`src/sv/bcpr_pkg.sv`:
```
// ============================================================================
// bcpr_pkg: shared types and constants of the battery charge PWM regulator
// Register indexes, reset values, the limits of the charge loop and the
// structs that carry configuration, input words and result words.
// ============================================================================
`default_nettype none

package bcpr_pkg;

    // Configuration port
    localparam int CFG_INDEX_W = 3;
    localparam int CFG_DATA_W  = 16;

    localparam logic [CFG_INDEX_W-1:0] REG_TARGET_CURRENT = 3'd0;
    localparam logic [CFG_INDEX_W-1:0] REG_FILTER_COEFF   = 3'd1;
    localparam logic [CFG_INDEX_W-1:0] REG_STABLE_SECONDS = 3'd2;
    localparam logic [CFG_INDEX_W-1:0] REG_MAX_PWM        = 3'd3;
    localparam logic [CFG_INDEX_W-1:0] REG_MIN_PWM        = 3'd4;

    // Register reset values
    localparam logic [11:0] TARGET_CURRENT_RESET = 12'd400;
    localparam logic [8:0]  FILTER_COEFF_RESET   = 9'd230;
    localparam logic [15:0] STABLE_SECONDS_RESET = 16'd900;
    localparam logic [9:0]  MAX_PWM_RESET        = 10'd512;
    localparam logic [9:0]  MIN_PWM_RESET        = 10'd256;

    // Loop constants
    localparam logic [9:0]         PWM_RESET      = 10'd256;
    localparam logic [11:0]        DEFAULT_TARGET = 12'd400;
    localparam logic signed [14:0] BIG_ERROR      = 15'sd100;
    localparam logic signed [14:0] SMALL_ERROR    = 15'sd50;
    localparam logic signed [11:0] BIG_STEP       = 12'sd10;
    localparam logic signed [11:0] SMALL_STEP     = 12'sd1;
    localparam logic [8:0]         COEFF_ONE      = 9'd256;
    localparam logic [19:0]        STEADY_LIMIT   = 20'd256;
    localparam logic [15:0]        ELAPSED_MAX    = 16'hFFFF;
    localparam logic [1:0]         HISTORY_FULL   = 2'd2;

    // Widths of the stream words
    localparam int IN_TDATA_W  = 32;
    localparam int OUT_TDATA_W = 16;

    typedef struct packed {
        logic [11:0] target_current;
        logic [8:0]  filter_coeff;
        logic [15:0] stable_seconds;
        logic [9:0]  max_pwm;
        logic [9:0]  min_pwm;
    } cfg_t;

    typedef struct packed {
        logic               second_tick;
        logic signed [13:0] measured_current_ma;
        logic [11:0]        voltage_sample;
        logic               on_battery;
    } item_t;

    typedef struct packed {
        logic       is_stable;
        logic       drive_enable;
        logic [9:0] pwm_value;
    } result_t;

    typedef struct packed {
        logic        pass;
        logic        running;
        logic [15:0] elapsed;
    } steady_t;

endpackage

`default_nettype wire

```
`src/sv/bcpr_cfg_regs.sv`:
```
// ============================================================================
// bcpr_cfg_regs: configuration register file
// Holds the five loop settings; writes to unused indexes are dropped.
// ============================================================================
`default_nettype none

module bcpr_cfg_regs
    import bcpr_pkg::*;
(
    input  wire logic                   clk,
    input  wire logic                   rst_n,
    input  wire logic                   cfg_valid,
    output logic                        cfg_ready,
    input  wire logic [CFG_INDEX_W-1:0] cfg_index,
    input  wire logic [CFG_DATA_W-1:0]  cfg_data,
    output cfg_t                        cfg
);

    cfg_t cfg_reg;
    cfg_t cfg_next;

    assign cfg_ready = 1'b1;
    assign cfg       = cfg_reg;

    always_comb
    begin
        cfg_next = cfg_reg;
        if (cfg_valid)
        begin
            case (cfg_index)
                REG_TARGET_CURRENT: cfg_next.target_current = cfg_data[11:0];
                REG_FILTER_COEFF:   cfg_next.filter_coeff   = cfg_data[8:0];
                REG_STABLE_SECONDS: cfg_next.stable_seconds = cfg_data[15:0];
                REG_MAX_PWM:        cfg_next.max_pwm        = cfg_data[9:0];
                REG_MIN_PWM:        cfg_next.min_pwm        = cfg_data[9:0];
                default:            cfg_next = cfg_reg;
            endcase
        end
    end

    always_ff @(posedge clk or negedge rst_n)
    begin
        if (!rst_n)
        begin
            cfg_reg.target_current <= TARGET_CURRENT_RESET;
            cfg_reg.filter_coeff   <= FILTER_COEFF_RESET;
            cfg_reg.stable_seconds <= STABLE_SECONDS_RESET;
            cfg_reg.max_pwm        <= MAX_PWM_RESET;
            cfg_reg.min_pwm        <= MIN_PWM_RESET;
        end
        else
        begin
            cfg_reg <= cfg_next;
        end
    end

endmodule

`default_nettype wire

```
`src/sv/bcpr_core.sv`:
```
// ============================================================================
// bcpr_core: charge loop state and its update logic
// Keeps the weight history, the steady timer and the PWM value, and works out
// one control call per cycle when enabled.
// ============================================================================
`default_nettype none

module bcpr_core
    import bcpr_pkg::*;
(
    input  wire logic  clk,
    input  wire logic  rst_n,
    input  wire logic  update,
    input  wire cfg_t  cfg,
    input  wire item_t item,
    output result_t    result
);

    logic [19:0] weight_latest_reg,   weight_latest_next;
    logic [19:0] weight_previous_reg, weight_previous_next;
    logic [1:0]  sample_count_reg,    sample_count_next;
    logic        steady_running_reg,  steady_running_next;
    logic [15:0] steady_elapsed_reg,  steady_elapsed_next;
    logic        record_pending_reg,  record_pending_next;
    logic [9:0]  pwm_low_reg,         pwm_low_next;

    logic [15:0]        elapsed_tick;
    logic               do_record;
    steady_t            check_first;
    steady_t            check_final;
    logic               running_mid;
    logic [15:0]        elapsed_mid;
    logic               record_now;
    logic [8:0]         coeff;
    logic [8:0]         coeff_inv;
    logic [20:0]        sample_part;
    logic [28:0]        weight_part;
    logic [21:0]        filter_sum;
    logic [19:0]        weight_new;
    logic [19:0]        latest_mid;
    logic [19:0]        previous_mid;
    logic [1:0]         count_mid;
    logic signed [14:0] err;
    logic signed [11:0] pwm_step;
    logic signed [11:0] pwm_floor;
    logic signed [11:0] pwm_cap;
    logic [9:0]         pwm_new;

    // Steady test on the two newest weights. It may start or stop the timer.
    function automatic steady_t steady_check(
        input logic [1:0]  count,
        input logic [19:0] latest,
        input logic [19:0] previous,
        input logic        running,
        input logic [15:0] elapsed,
        input logic [15:0] limit
    );
        logic [19:0] diff;
        steady_t     r;
        r.pass    = 1'b0;
        r.running = running;
        r.elapsed = elapsed;
        diff = (latest >= previous) ? (latest - previous) : (previous - latest);
        if (count == HISTORY_FULL)
        begin
            if (diff >= STEADY_LIMIT)
            begin
                r.running = 1'b0;
                r.elapsed = '0;
            end
            else if (!running)
            begin
                r.running = 1'b1;
                r.elapsed = '0;
            end
            else
            begin
                r.pass = (elapsed > limit);
            end
        end
        return r;
    endfunction

    always_comb
    begin
        // Timer advances once per second while running.
        elapsed_tick = (steady_running_reg && item.second_tick &&
                        steady_elapsed_reg != ELAPSED_MAX) ?
                       steady_elapsed_reg + 16'd1 : steady_elapsed_reg;
        do_record   = record_pending_reg || item.second_tick;
        check_first = steady_check(sample_count_reg, weight_latest_reg,
                                   weight_previous_reg, steady_running_reg,
                                   elapsed_tick, cfg.stable_seconds);
        if (do_record)
        begin
            running_mid = check_first.running;
            elapsed_mid = check_first.elapsed;
            record_now  = !check_first.pass;
        end
        else
        begin
            running_mid = steady_running_reg;
            elapsed_mid = elapsed_tick;
            record_now  = 1'b0;
        end

        // Low-pass filter in Q12.8, rounded half up.
        coeff       = (cfg.filter_coeff > COEFF_ONE) ? COEFF_ONE : cfg.filter_coeff;
        coeff_inv   = COEFF_ONE - coeff;
        sample_part = 21'(item.voltage_sample) * 21'(coeff_inv);
        weight_part = 29'(weight_latest_reg) * 29'(coeff) + 29'd128;
        filter_sum  = 22'(sample_part) + 22'(weight_part[28:8]);
        weight_new  = (sample_count_reg == 2'd0) ?
                      {item.voltage_sample, 8'd0} : filter_sum[19:0];

        if (record_now)
        begin
            latest_mid   = weight_new;
            previous_mid = weight_latest_reg;
            count_mid    = (sample_count_reg == HISTORY_FULL) ?
                           HISTORY_FULL : sample_count_reg + 2'd1;
        end
        else
        begin
            latest_mid   = weight_latest_reg;
            previous_mid = weight_previous_reg;
            count_mid    = sample_count_reg;
        end

        check_final = steady_check(count_mid, latest_mid, previous_mid,
                                   running_mid, elapsed_mid, cfg.stable_seconds);

        // PWM step from the current error, then floor and cap.
        err = $signed({3'b000, cfg.target_current})
            - $signed({item.measured_current_ma[13], item.measured_current_ma});
        pwm_step = $signed({2'b00, pwm_low_reg});
        if (err > BIG_ERROR)
            pwm_step = pwm_step - BIG_STEP;
        else if (err < -BIG_ERROR)
            pwm_step = pwm_step + BIG_STEP;
        else if (err > SMALL_ERROR)
            pwm_step = pwm_step - SMALL_STEP;
        else if (err < -SMALL_ERROR)
            pwm_step = pwm_step + SMALL_STEP;
        pwm_floor = (cfg.target_current == DEFAULT_TARGET) ?
                    $signed({2'b00, cfg.min_pwm}) : 12'sd0;
        pwm_cap   = $signed({2'b00, cfg.max_pwm});
        if (pwm_step < pwm_floor)
            pwm_step = pwm_floor;
        if (pwm_step > pwm_cap)
            pwm_step = pwm_cap;
        pwm_new = pwm_step[9:0];

        if (item.on_battery)
        begin
            weight_latest_next   = weight_latest_reg;
            weight_previous_next = weight_previous_reg;
            sample_count_next    = 2'd0;
            steady_running_next  = 1'b0;
            steady_elapsed_next  = '0;
            record_pending_next  = 1'b1;
            pwm_low_next         = pwm_low_reg;
            result.pwm_value     = pwm_low_reg;
            result.drive_enable  = 1'b0;
            result.is_stable     = 1'b0;
        end
        else
        begin
            weight_latest_next   = latest_mid;
            weight_previous_next = previous_mid;
            sample_count_next    = count_mid;
            steady_running_next  = check_final.running;
            steady_elapsed_next  = check_final.elapsed;
            record_pending_next  = 1'b0;
            pwm_low_next         = check_final.pass ? pwm_low_reg : pwm_new;
            result.pwm_value     = pwm_low_next;
            result.drive_enable  = !check_final.pass;
            result.is_stable     = check_final.pass;
        end
    end

    always_ff @(posedge clk or negedge rst_n)
    begin
        if (!rst_n)
        begin
            weight_latest_reg   <= '0;
            weight_previous_reg <= '0;
            sample_count_reg    <= '0;
            steady_running_reg  <= 1'b0;
            steady_elapsed_reg  <= '0;
            record_pending_reg  <= 1'b1;
            pwm_low_reg         <= PWM_RESET;
        end
        else if (update)
        begin
            weight_latest_reg   <= weight_latest_next;
            weight_previous_reg <= weight_previous_next;
            sample_count_reg    <= sample_count_next;
            steady_running_reg  <= steady_running_next;
            steady_elapsed_reg  <= steady_elapsed_next;
            record_pending_reg  <= record_pending_next;
            pwm_low_reg         <= pwm_low_next;
        end
    end

endmodule

`default_nettype wire

```
`src/sv/battery_charge_pwm_regulator_unit.sv`:
```
// ============================================================================
// battery_charge_pwm_regulator_unit: charge current regulator top level
// Stream-in control calls, stream-out PWM settings, plus a register port.
// ============================================================================
// Each input word is one control call of the charger loop and yields exactly
// one result word. The unit takes a new word in every clock cycle unless the
// result side stalls: a word is captured in an input register, and the whole
// update (voltage filter, steady timer, PWM step) runs from that register
// into the result register as the word moves on, so throughput is one word
// per cycle while no stall holds it. The rate is set by the loop state, which
// every call reads and writes once; the result register frees the input side
// while a result waits, and the input register holds its word only while the
// result register is full and not taken. Configuration writes are accepted in
// every cycle and should be made while no word is in flight.
`default_nettype none

module battery_charge_pwm_regulator_unit
    import bcpr_pkg::*;
(
    input  wire logic                   clk,
    input  wire logic                   rst_n,

    // Control call words.
    input  wire logic                   s_tvalid,
    output logic                        s_tready,
    // [0] on_battery, [12:1] voltage_sample, [26:13] measured_current_ma,
    // [27] second_tick, [31:28] zero.
    input  wire logic [IN_TDATA_W-1:0]  s_tdata,

    // Result words.
    output logic                        m_tvalid,
    input  wire logic                   m_tready,
    // [9:0] pwm_value, [10] drive_enable, [11] is_stable, [15:12] zero.
    output logic [OUT_TDATA_W-1:0]      m_tdata,

    // Register writes: 0 target_current, 1 filter_coeff, 2 stable_seconds,
    // 3 max_pwm, 4 min_pwm.
    input  wire logic                   cfg_valid,
    output logic                        cfg_ready,
    input  wire logic [CFG_INDEX_W-1:0] cfg_index,
    input  wire logic [CFG_DATA_W-1:0]  cfg_data
);

    cfg_t    cfg;
    item_t   in_item_reg, in_item_next;
    logic    in_valid_reg, in_valid_next;
    result_t out_result_reg, out_result_next;
    logic    out_valid_reg, out_valid_next;
    result_t core_result;
    logic    s_accept;
    logic    advance;

    bcpr_cfg_regs u_cfg_regs
    (
        .clk       (clk),
        .rst_n     (rst_n),
        .cfg_valid (cfg_valid),
        .cfg_ready (cfg_ready),
        .cfg_index (cfg_index),
        .cfg_data  (cfg_data),
        .cfg       (cfg)
    );

    // The core updates its loop state only when the word in the input
    // register moves on into the result register.
    bcpr_core u_core
    (
        .clk    (clk),
        .rst_n  (rst_n),
        .update (advance),
        .cfg    (cfg),
        .item   (in_item_reg),
        .result (core_result)
    );

    assign advance  = in_valid_reg && (!out_valid_reg || m_tready);
    assign s_tready = !in_valid_reg || advance;
    assign s_accept = s_tvalid && s_tready;

    always_comb
    begin
        in_item_next  = in_item_reg;
        in_valid_next = in_valid_reg;
        if (s_accept)
        begin
            in_item_next.on_battery          = s_tdata[0];
            in_item_next.voltage_sample      = s_tdata[12:1];
            in_item_next.measured_current_ma = $signed(s_tdata[26:13]);
            in_item_next.second_tick         = s_tdata[27];
            in_valid_next                    = 1'b1;
        end
        else if (advance)
        begin
            in_valid_next = 1'b0;
        end

        out_result_next = out_result_reg;
        out_valid_next  = out_valid_reg;
        if (advance)
        begin
            out_result_next = core_result;
            out_valid_next  = 1'b1;
        end
        else if (m_tready)
        begin
            out_valid_next = 1'b0;
        end
    end

    always_ff @(posedge clk or negedge rst_n)
    begin
        if (!rst_n)
        begin
            in_valid_reg  <= 1'b0;
            out_valid_reg <= 1'b0;
        end
        else
        begin
            in_valid_reg  <= in_valid_next;
            out_valid_reg <= out_valid_next;
        end
    end

    // Payload registers carry no reset.
    always_ff @(posedge clk)
    begin
        in_item_reg    <= in_item_next;
        out_result_reg <= out_result_next;
    end

    assign m_tvalid = out_valid_reg;
    assign m_tdata  = {4'd0, out_result_reg.is_stable, out_result_reg.drive_enable,
                       out_result_reg.pwm_value};

endmodule

`default_nettype wire

```
`config.mk`:
```
export PLATFORM = sky130hd
export DESIGN_NAME = battery_charge_pwm_regulator_unit
export DESIGN_NICKNAME = d
export VERILOG_FILES = /design/src/sv/bcpr_pkg.sv /design/src/sv/bcpr_cfg_regs.sv /design/src/sv/bcpr_core.sv /design/src/sv/battery_charge_pwm_regulator_unit.sv
export SDC_FILE = /design/constraint.sdc
export NUM_CORES = 1
export LEC_CHECK = 0
export ABC_AREA = 1
export BUFFER_PORTS_ARGS = -buffer_cell sky130_fd_sc_hd__buf_4
export CORE_UTILIZATION = 55
export DETAILED_ROUTE_END_ITERATION = 6
export PLACE_DENSITY = 0.7
export SKIP_CTS_REPAIR_TIMING = 1
export SLEW_MARGIN = 20
export SYNTH_ARGS = -nofsm -noshare
export SYNTH_HDL_FRONTEND = slang
export SYNTH_SLANG_ARGS = --single-unit
```
`constraint.sdc`:
```
create_clock -name clk -period 12.5 [get_ports clk]
set_input_delay 3.75 -clock clk [delete_from_list [all_inputs] [get_ports clk]]
set_output_delay 3.75 -clock clk [all_outputs]
set_load 0.01 [all_outputs]
```
==> metrics.md, run 1 <==
| Metric | Value |
|---|---|
| Status | `finished clean` |
| Worst path slowest cell | `fa_1` |
| Synth area leader | `fa_1` |
| Later-pin clock latency in the skew report | `0.47 ns` |
| Met1 Use GR | `0.412` |
| Fin nets | `4,112` |
| Sequential-to-total area share from yosys stat | `0.179` |
| Library cells used by synthesis | `55` |
| Antenna-violating nets left | `0` |
| Placer Congestion | `0.997` |
| Max-cap violations | `0` |
| Mapped cell area | `24,800 sq um` |
| Post-DP HPWL | `59,100 um` |
| Final Cycle Share | `0.928` |
| Hold Crit Start | `u_cfg_regs.cfg[31]$_DFFE_PN0P_` |
| Cell count after synthesis | `3,573` |
| Multiplexer share of the synthesized area | `0` |
| Max reg flops | `57` |
| Slew headroom | `0.372` |
| Via density | `5.44` |
| Setup WS pre-CTS | `0.636 ns` |
| Num ports | `75` |
| Die Height | `214 um` |
| Crit end category | `flip-flop` |
| Wire per inst | `17.1 um` |
| Core box area | `44,400 sq um` |
| Critical path startpoint | `u_cfg_regs.cfg[40]$_DFFE_PN0P_` |
| CTS tree | `yes` |
| Post-route setup slack | `0.900 ns` |
| Synth top area share | `0.174` |
| Worst Path Max Fanout | `11` |
| Root buf cell | `clkbuf_16` |
| Synth Area in Simple Gates | `0.276` |
| Synth Area in Compound Gates | `0.0963` |
| Primary FF master, synth | `dfrtp_1` |
| Synthesized-area fraction occupied by xor and xnor cells | `0.0286` |
| Area Overhead vs Synth | `6.40%` |
| Synth top cells by count | `nand2_1, inv_1, nor2_1, ha_1, fa_1` |
| TritonRoute pass-1 iters | `6` |
| Fraction of layout cells with a size suffix above 1 | `0.0540` |
| Fin. Hold Viols | `0` |
| DRT iter0 DRCs | `1,779` |
| Worst r2r src | `u_cfg_regs.cfg[40]$_DFFE_PN0P_` |
| GR Util All Layers | `0.320` |
| Core Util, Final | `0.595` |
| Gr busiest metal | `met2` |
| Worst hold margin | `0.487 ns` |
| Setup TNS Final | `0 ns` |
| Post-synthesis adder-cell area fraction | `0.305` |
| Largest net degree at the start of global routing | `73` |
| Max frequency | `86.2 MHz` |
| Measured slew at the worst slew-check pin | `0.936 ns` |
| Hold crit path type | `flip-flop to flip-flop` |
| Unrepaired setup endpoints after global routing | `false` |
| First-pass GRT wire length | `117,000 um` |
| Residual DRC | `0` |
| Met2 GRT Util | `0.548` |
| Initial Utilization | `0.559` |
| Antenna diodes | `0` |
| CP most frequent cell | `nand2_1` |
| Max Transition Viols Final | `0` |
| Initial antenna violation count | `0` |
| Req. time, crit path | `12.71 ns` |
| Rows | `77` |
| Setup crit start kind | `flip-flop` |
| Seq cells post-synth | `169` |
| Register clock-pin slew on the reported worst setup and hold paths | `0.08 ns` |
| Top cells by area in the synthesized netlist | `fa_1, nand2_1, ha_1` |
| Setup violations, final | `0` |
| CTS Buf Count | `17` |
| Crit path kind | `flip-flop to flip-flop` |
| WP data arrival | `11.81 ns` |
| Top-count cell post-synth | `nand2_1` |
| Largest family of logic cells by synthesized area | `adder cells` |
| Vias in the first global route | `22,754` |
| Synth Area per Inst | `6.95 sq um` |
| Tmin final | `11.60 ns` |
| Clock buffer depth | `2` |
| Post-synth EDFFs | `40` |
| Global Route met3 Usage | `0.0452` |
| # clock sinks | `169` |
| Die area | `46,000 sq um` |
| Max stage delay on crit path | `0.55 ns` |
| IO buf count | `65` |
| YS warnings | `0` |
| Async SR Flop Fraction | `0.763` |
| Total Routed Length | `71,500 um` |
| Clock skew | `0.0178 ns` |
| Via count | `22,746` |
| CTS H-Tree Depth | `4` |
| Overflow after GRT | `0` |
| Die width | `214 um` |
## per-layer routing
layer | share of wire | vias to the layer above | wire [um]
met5 | 0 | - | 0
met1 | 0.43 | 10765 | 30900
met2 | 0.48 | 717 | 34000
met3 | 0.055 | 125 | 3930
li1 | - | 11139 | -
met4 | 0.036 | 0 | 2600
## logic make-up (layout without fill, tap and decap cells)
logic type | count (synthesis) | count (layout)
compound gates | 439 | 439
xor+xnor | 81 | 81
fa+ha+maj | 476 | 476
buf+inv | 731 | 748
flops | 169 | 169
other cells | 2 | 5
simple gates | 1675 | 1675
## area by class of cell
class,instances,area [sq um]
repair buffers,88,664
multi-input cells,2676,17600
well taps,592,741
fillers,4219,18000
clock inverters,13,175
inverters,628,2360
flip-flops and latches,169,4450
clock buffers,19,454
## worst max-delay path, delay by kind of cell, from the launching register on
| family | cells | cell delay [ns] |
|---|---|---|
| xor gates and xnor gates | 2 | 0.35 |
| buffers and inverters | 11 | 1.21 |
| adders and majority gates | 9 | 3.96 |
| and+or+nand+nor | 30 | 3.79 |
| DFF | 1 | 0.41 |
| AOI/OAI and AO/OA | 9 | 1.61 |
## final timing paths
path	slack, ns	endpoint	cells past startpoint
setup / recovery	0.90	m_tdata[1]$_DFFE_PP_	61
hold / removal	0.49	u_cfg_regs.cfg[31]$_DFFE_PN0P_	2
setup reg to reg	0.90	m_tdata[1]$_DFFE_PP_	61
hold reg to reg	0.49	u_cfg_regs.cfg[31]$_DFFE_PN0P_	2
max in group asynchronous	7.94	u_core.steady_running_reg$_DFFE_PN0P_	2
min in group asynchronous	3.25	u_core.weight_previous_reg[0]$_DFFE_PN0P_	1
## through the flow
stage               area, sq um  cells
floorplan                 24800   3576
global placement          25800   4150
detailed placement        25800   4150
CTS                       26400   4182
global route              26400   4185
finish                    26400   4185
## cell usage in the layout (no fill, tap or decap), types with 4 or more instances in the layout
cell,netlist,layout
a211oi_1,7,7
a21o_1,6,6
a21oi_1,151,151
and2_1,6,6
buf_4,7,87
clkbuf_16,0,18
clkinv_1,11,13
clkinv_8,0,5
conb_1,2,5
dfrtp_1,113,113
dfstp_2,16,16
edfxtp_1,40,40
fa_1,216,216
ha_1,260,260
inv_1,603,602
inv_2,14,13
nand2_1,1101,1100
nand2_2,8,9
nand3_1,166,165
nand3_2,5,6
nand3b_1,4,4
nand4_1,42,42
nor2_1,277,276
nor2_2,7,8
nor3_1,27,27
nor4_1,11,10
o211ai_1,14,14
o21a_1,9,9
o21ai_0,156,155
o21ai_1,63,63
o21bai_1,12,12
or2_2,7,7
xnor2_1,19,19
xor2_1,62,62
Power of run 1 is not shown: default switching activity piles up to over one toggle a cycle in this logic, so the estimate is an artifact.
==> inputs of run 2 (changes only) <==
- RECOVER_POWER: not set -> 25
==> run 2 against run 1 <==
Against the previous run:
- the flow now finishes with violations (capacitance limit, slew limit)
- critical path depth is the same
- final cell count is the same
- clock skew shrank 0.00083 ns
- critical path type unchanged
- critical endpoint unchanged
- largest cell class unchanged
- highest routed layer unchanged
==> metrics.md, run 2 (synthesis gave the netlist of run 1 again) <==
| Metric | Value |
|---|---|
| Measured slew at the worst slew-check pin | `3.87 ns (+2.94 ns)` |
| Register clock-pin slew on the reported worst setup and hold paths | `0.08 ns (about the same)` |
| Core box area | `44,400 sq um (unchanged)` |
| IO buf count | `65 (unchanged)` |
| RR Endpoint | `m_tdata[1]$_DFFE_PP_` |
| Fin nets | `4,112 (unchanged)` |
| Setup crit start kind | `flip-flop` |
| Crit end category | `flip-flop` |
| GR Util All Layers | `0.320 (unchanged)` |
| Fraction of layout cells with a size suffix above 1 | `0.0534 (-0.000557)` |
| Worst Path Max Fanout | `11 (unchanged)` |
| CTS Buf Count | `17 (unchanged)` |
| Hold Crit Start | `u_cfg_regs.cfg[31]$_DFFE_PN0P_` |
| Final Cycle Share | `0.926 (-0.00225)` |
| Worst Hold Path EP | `u_cfg_regs.cfg[31]$_DFFE_PN0P_` |
| WP data arrival | `11.78 ns (-0.03 ns)` |
| Die width | `214 um (unchanged)` |
| Post-DP HPWL | `59,100 um (unchanged)` |
| First-pass GRT wire length | `117,000 um (unchanged)` |
| Clock skew | `0.0170 ns (-0.000827 ns)` |
| Req. time, crit path | `12.71 ns (about the same)` |
| Overflow after GRT | `0 (unchanged)` |
| Hold crit path type | `flip-flop to flip-flop` |
| Failing checks | `capacitance limit, slew limit` |
| Reg2Reg Depth | `61 (unchanged)` |
| Worst path slowest cell | `fa_1` |
| Area Overhead vs Synth | `6.36% (about the same)` |
| Unrepaired setup endpoints after global routing | `false` |
| Max-cap violations | `1 (+1)` |
| Placed insts | `4,150 (unchanged)` |
| Via density | `5.44 (+0.14%)` |
| Hold Path Depth | `2 (unchanged)` |
| Setup TNS Final | `0 ns (unchanged)` |
| Root buf cell | `clkbuf_16` |
| Fillcell total | `4,223 (+0.095%)` |
| Initial Utilization | `0.559 (unchanged)` |
| Largest net degree at the start of global routing | `73 (unchanged)` |
| Worst r2r src | `u_cfg_regs.cfg[40]$_DFFE_PN0P_` |
| Total Routed Length | `71,500 um (about the same)` |
| Worst R2R Setup Slack | `0.93 ns (+0.03 ns)` |
| DRT iter0 DRCs | `1,596 (-10%)` |
| Most frequent cells in the layout | `nand2_1, inv_1, nor2_1` |
| Max stage delay on crit path | `0.55 ns (about the same)` |
| Max frequency | `86.4 MHz (+0.24%)` |
| Tmin final | `11.57 ns (-0.0281 ns)` |
| Residual DRC | `0 (unchanged)` |
| Die area | `46,000 sq um (unchanged)` |
| Later-pin clock latency in the skew report | `0.47 ns (about the same)` |
| Clock buffer depth | `2 (unchanged)` |
| Num ports | `75 (unchanged)` |
| Crit path kind | `flip-flop to flip-flop` |
| CTS tree | `yes` |
| Max reg flops | `57 (unchanged)` |
| Setup violations, final | `0 (unchanged)` |
| Non-Filler Instances | `4,185 (unchanged)` |
| Fin. Hold Viols | `0 (unchanged)` |
| Wire per inst | `17.1 um (about the same)` |
| CTS H-Tree Depth | `4 (unchanged)` |
| TritonRoute pass-1 iters | `6 (unchanged)` |
| Initial antenna violation count | `0 (unchanged)` |
| Rows | `77 (unchanged)` |
| Multi-input gate area | `17,600 sq um (unchanged)` |
| Die Height | `214 um (unchanged)` |
| Antenna-violating nets left | `0 (unchanged)` |
| Slew headroom | `-1.58 (-1.95)` |
| Via count | `22,777 (+0.14%)` |
| # clock sinks | `169 (unchanged)` |
| Most common cell after layout, fill and taps aside | `nand2_1` |
| CP most frequent cell | `nand2_1` |
| Vias in the first global route | `22,754 (unchanged)` |
| Max Transition Viols Final | `71 (+71)` |
| Register Area | `4450 sq um (unchanged)` |
| Placer Congestion | `0.997 (unchanged)` |
| Worst hold margin | `0.487 ns (+0.0000500 ns)` |
| Status | `complete, but fails checks` |
| Antenna diodes | `0 (unchanged)` |
## run 2: changes by cell type in the layout (fill, tap and decap cells not counted)
cell      delta
buf_6        -1
clkbuf_4    +28
clkbuf_1     +2
buf_4       -29
## run 2: how the worst max path moves through the flow
| stage | start | endpoint | slack, ns |
|---|---|---|---|
| floorplan | u_cfg_regs.cfg[40]$_DFFE_PN0P_ | m_tdata[7]$_DFFE_PP_ | 2.42 |
| global placement | u_cfg_regs.cfg[40]$_DFFE_PN0P_ | m_tdata[0]$_DFFE_PP_ | 0.85 |
| detailed placement | u_cfg_regs.cfg[40]$_DFFE_PN0P_ | m_tdata[0]$_DFFE_PP_ | 0.64 |
| CTS | u_cfg_regs.cfg[40]$_DFFE_PN0P_ | m_tdata[0]$_DFFE_PP_ | 0.58 |
| global route | u_cfg_regs.cfg[40]$_DFFE_PN0P_ | u_core.pwm_low_reg[2]$_DFFE_PN0P_ | 0.05 |
| finish | u_cfg_regs.cfg[40]$_DFFE_PN0P_ | m_tdata[1]$_DFFE_PP_ | 0.93 |
## run 2: area by class of cell
type	instances	share of cell area
Multi-Input combinational cell	2676	0.666
Sequential cell	169	0.168
Inverter	628	0.0893
Tap cell	592	0.0280
Timing Repair Buffer	88	0.0247
Clock buffer	19	0.0172
Clock inverter	13	0.00663
## run 2: per-stage QoR
step	util	setup WS (ns)	instance area (sq um)
after floorplan	-	2.42	24800
after global placement	0.580	0.851	25800
after detailed placement	0.580	0.636	25800
after CTS	0.594	0.585	26400
after global routing	0.595	0.0455	26400
final	0.595	0.928	26400
## run 2: worst max-delay path, delay by kind of cell, from the launching register on
family | cells | cell delay, ns
and+or+nand+nor | 30 | 3.77
DFF | 1 | 0.41
adders and majority gates | 9 | 3.95
buffers and inverters | 11 | 1.21
xor gates and xnor gates | 2 | 0.35
AOI/OAI and AO/OA | 9 | 1.60
## run 2: layer usage
metal	GRT usage	vias up	routed length [um]
met5	0	-	0
met4	0.118	0	2620
met3	0.0452	131	4090
met2	0.548	694	34000
met1	0.412	10812	30800
li1	-	11140	-
Power of run 2 is left out for the same reason.
==> inputs of run 3 (changes only) <==
- CORE_UTILIZATION: 55 -> 25
- PLACE_DENSITY: 0.7 -> 0.37
==> run 3 against run 2 <==
Against the previous run:
- flip-flop and latch count unchanged
- final cell count increased by 17%
- the run still ends with capacitance limit, slew limit left
- critical endpoint is now m_tdata[9]$_DFFE_PP_
- largest cell class unchanged
- core utilization decreased by 32 points
==> metrics.md, run 3 (synthesis gave the netlist of run 1 again) <==
| Metric | Value |
|---|---|
| Status | `complete, but fails checks` |
| Failing checks | `capacitance limit, slew limit` |
| Residual DRC | `0 (unchanged)` |
| Crit path kind | `flip-flop to flip-flop` |
| Crit end category | `flip-flop` |
| Largest net degree at the start of global routing | `73 (unchanged)` |
| Hold crit path type | `flip-flop to flip-flop` |
| Root buf cell | `clkbuf_16` |
| Req. time, crit path | `12.74 ns (+0.03 ns)` |
| CP most frequent cell | `nand2_1` |
| Die area | `101,000 sq um (+120%)` |
| Initial Utilization | `0.252 (-0.307)` |
| Initial antenna violation count | `0 (unchanged)` |
| # clock sinks | `169 (unchanged)` |
| Placer Congestion | `0.869 (-13%)` |
| Max stage delay on crit path | `0.52 ns (-0.03 ns)` |
| Setup violations, final | `0 (unchanged)` |
| Max-cap violations | `3 (+2)` |
| CTS Buf Count | `17 (unchanged)` |
| Register Area | `4450 sq um (unchanged)` |
| Worst Path Max Fanout | `12 (+1)` |
| Setup TNS Final | `0 ns (unchanged)` |
| Die Height | `317 um (+48%)` |
| Total Routed Length | `83,400 um (+17%)` |
| Clock buffer depth | `2 (unchanged)` |
| DRT iter0 DRCs | `1,144 (-28%)` |
| TritonRoute pass-1 iters | `5 (-1)` |
| Fin. Hold Viols | `0 (unchanged)` |
| Vias in the first global route | `22,538 (-0.95%)` |
| Num ports | `75 (unchanged)` |
| Wire per inst | `17.0 um (-0.40%)` |
| Post-DP HPWL | `69,600 um (+18%)` |
| Tmin final | `11.45 ns (-0.118 ns)` |
| Worst path slowest cell | `fa_1` |
| Most frequent cells in the layout | `nand2_1, inv_1, nor2_1` |
| Antenna diodes | `0 (unchanged)` |
| Rows | `115 (+49%)` |
| GR Util All Layers | `0.173 (-0.147)` |
| Antenna-violating nets left | `0 (unchanged)` |
| Fillcell total | `11,129 (+160%)` |
| Area Overhead vs Synth | `10.2%` |
| IO buf count | `65 (unchanged)` |
| Most common cell after layout, fill and taps aside | `nand2_1` |
| Max reg flops | `57 (unchanged)` |
| Fin nets | `4,130 (+0.44%)` |
| Unrepaired setup endpoints after global routing | `false` |
| First-pass GRT wire length | `132,000 um (+13%)` |
| Die width | `317 um (+48%)` |
| Multi-input gate area | `17,600 sq um (about the same)` |
| Measured slew at the worst slew-check pin | `3.55 ns (-0.326 ns)` |
| Clock skew | `0.0216 ns (+0.00456 ns)` |
| Fraction of layout cells with a size suffix above 1 | `0.0590 (+0.00555)` |
| Via density | `4.44 (-18%)` |
| Max Transition Viols Final | `116 (+63%)` |
| CTS tree | `yes` |
| Core box area | `98,400 sq um (+120%)` |
| Via count | `21,767 (-4.4%)` |
| WP data arrival | `11.70 ns (-0.08 ns)` |
| Max frequency | `87.3 MHz (+1.0%)` |
| Overflow after GRT | `0 (unchanged)` |
| CTS H-Tree Depth | `4 (unchanged)` |
| Register clock-pin slew on the reported worst setup and hold paths | `0.08 ns (about the same)` |
| Slew headroom | `-1.36 (+0.217)` |
| Later-pin clock latency in the skew report | `0.51 ns (+0.04 ns)` |
| Final Cycle Share | `0.916 (-0.00940)` |
| Setup crit start kind | `flip-flop` |
## run 3: final cells by class
type | instances | share of cell area
Tap cell | 1287 | 0.0588
Timing Repair Buffer | 106 | 0.0285
Sequential cell | 169 | 0.163
Clock inverter | 14 | 0.00567
Multi-Input combinational cell | 2676 | 0.642
Clock buffer | 18 | 0.0157
Inverter | 628 | 0.0863
## run 3: metal layers
layer  up-vias  part of all wire  track usage
met5         -                 0            0
met1     10253              0.47        0.228
met3        71             0.022       0.0170
met4         0             0.025       0.0514
li1      11189                 -            -
met2       254              0.48        0.299
## run 3: worst paths after layout
check	start	slack [ns]	cells past startpoint	endpoint
min in group asynchronous	rst_n	3.61	1	u_core.weight_latest_reg[8]$_DFFE_PN0P_
setup / recovery	u_cfg_regs.cfg[40]$_DFFE_PN0P_	1.05	63	m_tdata[9]$_DFFE_PP_
hold reg to reg	u_cfg_regs.cfg[31]$_DFFE_PN0P_	0.49	2	u_cfg_regs.cfg[31]$_DFFE_PN0P_
hold / removal	u_cfg_regs.cfg[31]$_DFFE_PN0P_	0.49	2	u_cfg_regs.cfg[31]$_DFFE_PN0P_
max in group asynchronous	rst_n	4.74	3	u_cfg_regs.cfg[50]$_DFFE_PN0P_
setup reg to reg	u_cfg_regs.cfg[40]$_DFFE_PN0P_	1.05	63	m_tdata[9]$_DFFE_PP_
## run 3: stage by stage
| stage | utilization | setup WS [ns] | cell area [sq um] | hold slack, ns | std cells |
|---|---|---|---|---|---|
| 2_1_floorplan | - | 2.42 | 24800 | 0.453 | 3576 |
| 3_3_place_gp | 0.272 | 0.695 | 26800 | 0.473 | 4865 |
| 3_5_place_dp | 0.272 | 0.673 | 26800 | 0.475 | 4865 |
| 4_1_cts | 0.278 | 0.609 | 27400 | 0.493 | 4897 |
| 5_1_grt | 0.278 | 0.0283 | 27400 | 0.517 | 4898 |
| 6_report | 0.278 | 1.05 | 27400 | 0.487 | 4898 |
## run 3: worst max-delay path: cells and delay by family, from the launching register on
family          cells  cell delay [ns]
simple gates       30             3.72
fa+ha+maj           9             3.59
compound gates      9             1.46
buf+inv            13             1.45
xor+xnor            2             0.51
flops               1             0.43
Power of run 3 is left out for the same reason.
